File: config.mk
export PLATFORM = sky130hd
export DESIGN_NAME = vng_queue
export DESIGN_NICKNAME = d
export VERILOG_FILES = /design/src/rtl/core/vng_pkg.sv /design/src/rtl/core/vng_queue.sv
export SDC_FILE = /design/constraint.sdc
export NUM_CORES = 1
export LEC_CHECK = 0
export ABC_AREA = 1
export BUFFER_PORTS_ARGS = -buffer_cell sky130_fd_sc_hd__buf_2
export CAP_MARGIN = 5
export CORE_MARGIN = 10
export CORE_UTILIZATION = 40
export DETAILED_ROUTE_END_ITERATION = 6
export GPL_ROUTABILITY_DRIVEN = 0
export PLACE_DENSITY_LB_ADDON = 0.2
export SLEW_MARGIN = 20
export SYNTH_ARGS = -nofsm -noshare
export SYNTH_HDL_FRONTEND = slang
export SYNTH_SLANG_ARGS = --single-unit
File: constraint.sdc
create_clock -name clk_i -period 4.6 [get_ports clk_i]
set_input_delay 1.38 -clock clk_i [delete_from_list [all_inputs] [get_ports clk_i]]
set_output_delay 1.38 -clock clk_i [all_outputs]
set_load 0.05 [all_outputs]
File: src/rtl/core/vng_pkg.sv
`default_nettype none
// ----------------------------------------------------------------------------
// vng_pkg: shared types and constants of the vertex normal generator
// Item, result and queued command formats, mode codes and widths.
// ----------------------------------------------------------------------------
package vng_pkg;

  localparam int IDX_W             = 10;
  localparam int FIELD_W           = 16;
  localparam int ACC_W             = 48;
  localparam int DEF_VERTEX_COUNT  = 1024;
  localparam int DEF_POSITION_BITS = 16;

  // Mode codes of an input item
  localparam logic [1:0] MODE_LOAD = 2'd0;
  localparam logic [1:0] MODE_TRI  = 2'd1;
  localparam logic [1:0] MODE_READ = 2'd2;

  // Command kinds after classification
  typedef enum logic [1:0] {
    CMD_LOAD,
    CMD_TRI,
    CMD_READ,
    CMD_ERR
  } cmd_kind_e;

  typedef struct packed {
    logic [1:0]                mode;
    logic [IDX_W-1:0]          vertex_index;
    logic signed [FIELD_W-1:0] pos_x;
    logic signed [FIELD_W-1:0] pos_y;
    logic signed [FIELD_W-1:0] pos_z;
    logic [IDX_W-1:0]          corner_b_index;
    logic [IDX_W-1:0]          corner_c_index;
  } item_t;

  typedef struct packed {
    logic signed [FIELD_W-1:0] normal_x;
    logic signed [FIELD_W-1:0] normal_y;
    logic signed [FIELD_W-1:0] normal_z;
    logic                      degenerate;
    logic                      index_error;
  } result_t;

  // Fixed results: zero-length sum and out-of-range index
  localparam result_t RES_DEGEN = '{normal_x: '0, normal_y: '0, normal_z: '0,
                                    degenerate: 1'b1, index_error: 1'b0};
  localparam result_t RES_INDEX_ERR = '{normal_x: '0, normal_y: '0, normal_z: '0,
                                        degenerate: 1'b0, index_error: 1'b1};

  typedef struct packed {
    cmd_kind_e          kind;
    logic [IDX_W-1:0]   idx_a;
    logic [IDX_W-1:0]   idx_b;
    logic [IDX_W-1:0]   idx_c;
    logic [FIELD_W-1:0] pos_x;
    logic [FIELD_W-1:0] pos_y;
    logic [FIELD_W-1:0] pos_z;
  } cmd_t;

endpackage

`default_nettype wire

File: src/rtl/core/vng_queue.sv
`default_nettype none
// ----------------------------------------------------------------------------
// vng_queue: command queue
// Two-entry FIFO between the intake and the execution sequencer.
// ----------------------------------------------------------------------------
module vng_queue (
  input  logic          clk_i,
  input  logic          rst_ni,
  input  logic          push_i,
  input  vng_pkg::cmd_t data_i,
  input  logic          pop_i,
  output vng_pkg::cmd_t head_o,
  output logic          full_o,
  output logic          empty_o
);
  import vng_pkg::*;

  localparam int DEPTH = 2;
  localparam int PTR_W = $clog2(DEPTH);
  localparam int CNT_W = $clog2(DEPTH + 1);

  cmd_t             mem_q [DEPTH];
  logic [PTR_W-1:0] wr_q, rd_q;
  logic [CNT_W-1:0] cnt_q;

  assign full_o  = cnt_q == CNT_W'(DEPTH);
  assign empty_o = cnt_q == '0;
  assign head_o  = mem_q[rd_q];

  // Advance pointers and fill count
  always_ff @(posedge clk_i or negedge rst_ni) begin
    if (!rst_ni) begin
      wr_q  <= '0;
      rd_q  <= '0;
      cnt_q <= '0;
    end else begin
      if (push_i) wr_q <= wr_q + 1'b1;
      if (pop_i) rd_q <= rd_q + 1'b1;
      cnt_q <= cnt_q + CNT_W'(push_i) - CNT_W'(pop_i);
    end
  end

  // Store entries
  always_ff @(posedge clk_i) begin
    if (push_i) mem_q[wr_q] <= data_i;
  end

endmodule

`default_nettype wire

==> flow_summary.toml, run 1 <==
[run_status]
outcome = "finished clean"

[sta]
drv_slew = 0
hold_violations = 0
max_freq_mhz = 279
setup_violations = 0
fin_crit_sh = 0.779
rsz0062_at_grt = "false"
relSlewSlack = 0.455
setup_tns_ps = 0
skew_ps = 12.1
worst_pin_slew_ps = 817
fin_crit_ps = 3580

[clocking]
ctsRootBufferMaster = "clkbuf_16"
cts_buffers = 17
cts.path.max_buffers = 2
cts_sinks = 164
cts_tree = "built"
post_cts_buffers = 0
clk_latency_ps = 410
cts_hold_buf = 0
post_cts_resized = 0
htreeDepth = 4
clkSlewWorstSetupHoldPaths_ps = 60

[critical_path]
cp.required_ps = 3220
crit_type = "reg -> out"
arrival_ps = 2200
critPathLaunchType = "flip-flop"
cp-end-kind = "output port"
crit_fanout = 76

[synthesis]
yosys.area_share.simple = 0.0546
synth_nets = 529
syn_area_um2 = 6200
synth.avg_cell_area_um2 = 14.0
yosysWarnings = 0
synth_compound_area_frac = 0.0706
synth_top_family_by_area = "buffers and inverters"
ys_seq_area_frac = 0.790
synth_cell_type_count = 14
synth_xor_area_frac = 0.00282
synthMuxAreaShare = 0
synth_adder_area_share = 0.00403
netlist_instances = 443
synth_seq_cells = 164

[routing]
vias = 3657
detail_route.wl_per_cell_um = 15.4
post-route-drc-count = 0
drt-total-wl_um = 12600
firstDrtPassIters = 4
via_per_inst = 4.48
antenna_left = 0
drt-initial-drc-count = 165

[floorplanning]
io_pins = 166
die_h_um = 145
core_um2 = 15200
start_util = 0.408
die_x_um = 145
core.rowCount = 45
dieArea_um2 = 20900

[global_route]
grt_max_degree = 119
antenna_found_initial = 2
grt_pass1_vias = 3701
grt_pass1_wl_um = 19000
overflow = 0
grt_usage = 0.122

[place]
portBuffers = 165
dp.final_hpwl_um = 8750

[final_layout]
syn_to_final_growth_pct = 25.9
drive_gt1_frac = 0.334
most-common-layout-cells = "buf_2, edfxtp_1, inv_1, nand2_1, o21ai_0"
nets = 702
fillers = 1341
layout_commonest_cell = "buf_2"

[power_and_ir_drop]
p_total_mw = 6.02
p_leak_nw = 3.35
power_density_nw_per_um2 = 771
vdd_drop_max_uv = 448

[run]
cap_violations = 0

[min_path]
holdCritPathClass = "reg -> reg"
[synthesized netlist by cell type, drive strengths merged]
cell type / instances / share of area
edfxtp: 160 / 0.77
nand2: 86 / 0.052
dfrtp: 4 / 0.016
clkbuf: 7 / 0.0042
nand3: 1 / 0.00081
inv: 87 / 0.053
o21ai: 80 / 0.071
nor2: 3 / 0.0018
xor2: 2 / 0.0028
buf: 11 / 0.021
ha: 2 / 0.0040
[logic make-up after synthesis]
family,after synthesis
xor gates and xnor gates,2
adders and majority gates,2
and+or+nand+nor,90
DFF,164
buffers and inverters,105
AOI/OAI and AO/OA,80
[registers in the layout (all words and copies together) (netlist names)]
signal	flops
cnt_q	2
mem_q	160
rd_q	1
wr_q	1
[stage by stage]
| stage | setup slack, ps | cell area [um2] | instances | hold WS (ps) | util |
|---|---|---|---|---|---|
| floorplan | 696 | 6210 | 443 | 481 | - |
| global placement | 1350 | 7180 | 784 | 532 | 0.472 |
| detailed placement | 1270 | 7180 | 784 | 543 | 0.472 |
| CTS | 806 | 7780 | 815 | 553 | 0.512 |
| global route | 814 | 7810 | 816 | 584 | 0.513 |
| finish | 1020 | 7810 | 817 | 547 | 0.514 |
[metal layers]
layer  GRT usage  routed length (um)  vias to the layer above
met5           0                   8                        -
met4      0.0495                  46                        2
met3      0.0531                1170                        4
met2       0.189                5930                      129
met1       0.144                5400                     1683
li1            -                   -                     1839
[worst paths after layout]
path	from	endpoint	slack, ps	cells after the start
hold reg to reg	wr_q	wr_q	550	1
min in group asynchronous	rst_ni	rd_q	760	1
hold / removal	wr_q	wr_q	550	1
max in group asynchronous	rst_ni	rd_q	3700	1
setup / recovery	rd_q	head_o[39]	1020	5
setup reg to reg	wr_q	mem_q[1][21]	2650	3
[worst max-delay path: stages (launching register included)]
cell	delay (ps)
dfrtp_4	690
buf_16	300
buf_12	250
nand2_1	80
o21ai_0	90
buf_2	300
[power by group]
group | switching (mW) | internal (mW)
Combinational | 2.00 | 0.491
Sequential | 0.121 | 1.99
Clock | 0.523 | 0.899
Total | 2.64 | 3.38
[layout make-up]
class / count / area [um2] / area share
antenna: 1 / 2.50 / 0.000320
clock buffer: 20 / 437 / 0.0559
clock inverter: 11 / 160 / 0.0205
inverter: 87 / 328 / 0.0420
multi-input combinational: 174 / 827 / 0.106
sequential: 164 / 4910 / 0.629
tap: 188 / 235 / 0.0301
timing repair buffer: 172 / 911 / 0.117
(Power assumes the default switching activity.)
==> run 2, diff against run 1 <==
==> constraint.sdc (replaced) <==
create_clock -name clk_i -period 3.6 [get_ports clk_i]
set_input_delay 1.08 -clock clk_i [delete_from_list [all_inputs] [get_ports clk_i]]
set_output_delay 1.08 -clock clk_i [all_outputs]
set_load 0.05 [all_outputs]
==> run 2 against run 1 <==
Net effect: critical endpoint is now head_o[58]; clock skew shrank 6.5 ps; non-clock buffer count is the same; power grew 24%; count of clock-buffer cells in the layout shrank 1; clock power grew 13%; worst setup slack lost 700 ps; global-route usage grew 0.23 points; critical path depth shrank 1.
==> flow_summary.toml, run 2 (synthesis gave the netlist of run 1 again) <==
[floorplanning]
io_pins = 166
die_h_um = 145
dieArea_um2 = 20900
start_util = 0.408
core.rowCount = 45
core_um2 = 15200
die_x_um = 145

[place]
dp.final_hpwl_um = 8940
portBuffers = 165

[clocking]
cts.path.max_buffers = 2
clkSlewWorstSetupHoldPaths_ps = 60
cts_hold_buf = 0
ctsRootBufferMaster = "clkbuf_16"
post_cts_resized = 0
htreeDepth = 4
cts_tree = "built"
post_cts_buffers = 0
clk_latency_ps = 420
cts_buffers = 17
cts_sinks = 164

[critical_path]
cp-end-kind = "output port"
critPathLaunchType = "flip-flop"
cp.required_ps = 2520
crit_chain = "buf_4, nand2_1, o21ai_0, buf_2"
slowest_stage = "dfrtp_4"
arrival_ps = 2210
crit_fanout = 78
crit_path_max_incr_delay_ps = 890
crit_type = "reg -> out"
r2r_setup_slack_ps = 1900

[final_layout]
layout_commonest_cell = "buf_2"
drive_gt1_frac = 0.337
most-common-layout-cells = "buf_2, edfxtp_1, inv_1, nand2_1, o21ai_0"
largest_reg_flops = 160
registers.top_by_ff_count = "mem_q"
fillers = 1343
reg_top3 = "mem_q (160), cnt_q (2)"
nets = 702
syn_to_final_growth_pct = 24.4

[power_and_ir_drop]
vdd_drop_max_uv = 691
p_leak_nw = 3.31
power_density_nw_per_um2 = 969

[sta]
drv_slew = 0
relSlewSlack = 0.518
fin_crit_sh = 0.913
setup_violations = 0
setup_tns_ps = 0
worst_pin_slew_ps = 723
max_freq_mhz = 304
rsz0062_at_grt = "false"
skew_ps = 5.56
timing.hold.ws_ps = 460
fin_crit_ps = 3290
hold_violations = 0

[global_route]
antenna_found_initial = 2
grt_use_met1 = 0.155
use_met3 = 0.0617
grtUsageMet2 = 0.183
busiest_layer = "met2"
grt_pass1_wl_um = 19500
overflow = 0
grt_pass1_vias = 3722
grt_max_degree = 79
grt_usage = 0.124

[run_status]
outcome = "finished clean"

[routing]
post-route-drc-count = 0
detail_route.wl_per_cell_um = 15.8
vias = 3692
antenna_left = 0
drt-total-wl_um = 12900
firstDrtPassIters = 4
via_per_inst = 4.52
drt-initial-drc-count = 204

[run]
cap_violations = 0

[min_path]
holdCritPathClass = "in -> async"
-- run 2: cell count changes in the layout (fill, tap and decap cells not counted), sizes merged --
cell	before	now
diode	1	2
bufinv	4	1
clkinv	6	9
clkbuf	20	19
-- run 2: worst paths after layout --
path / start / endpoint / depth (start not counted)
worst max-delay path: rd_q / head_o[58] / 4
worst min-delay path: rst_ni / wr_q / 1
worst max register to register: wr_q / mem_q[1][62] / 3
worst min register to register: wr_q / wr_q / 1
max in group asynchronous: rst_ni / rd_q / 1
min in group clk_i: wr_q / wr_q / 1
-- run 2: critical path: cells and delay by family, from the launching register on --
family,cells,cell delay (ps)
buf+inv,2,690
flops,1,890
compound gates,1,100
simple gates,1,70
-- run 2: final cells by class --
class / instances / area (um2) / area share
antenna: 2 / 5.00 / 0.000649
clock buffer: 19 / 433 / 0.0561
clock inverter: 11 / 90.1 / 0.0117
inverter: 87 / 328 / 0.0425
multi-input combinational: 174 / 827 / 0.107
sequential: 164 / 4910 / 0.636
tap: 188 / 235 / 0.0305
timing repair buffer: 172 / 891 / 0.115
-- run 2: power breakdown --
part	switching [mW]	internal [mW]
combinational	2.52	0.605
sequential	0.203	2.54
clock	0.676	0.933
total	3.40	4.08
-- run 2: routing by layer --
| metal | vias to the layer above | share of wire |
|---|---|---|
| li1 | 1838 | - |
| met1 | 1715 | 0.44 |
| met2 | 128 | 0.45 |
| met3 | 11 | 0.098 |
| met4 | 0 | 0.010 |
| met5 | - | 0 |
-- run 2: stage by stage --
stage	worst slack (ps)	total power, mW	instance area, um2	cells	util
floorplan	480	5.24	6210	443	-
global placement	717	5.92	7190	785	0.473
detailed placement	724	5.97	7190	785	0.473
CTS	269	7.60	7710	815	0.507
global route	135	7.88	7710	815	0.507
finish	314	7.47	7720	817	0.508
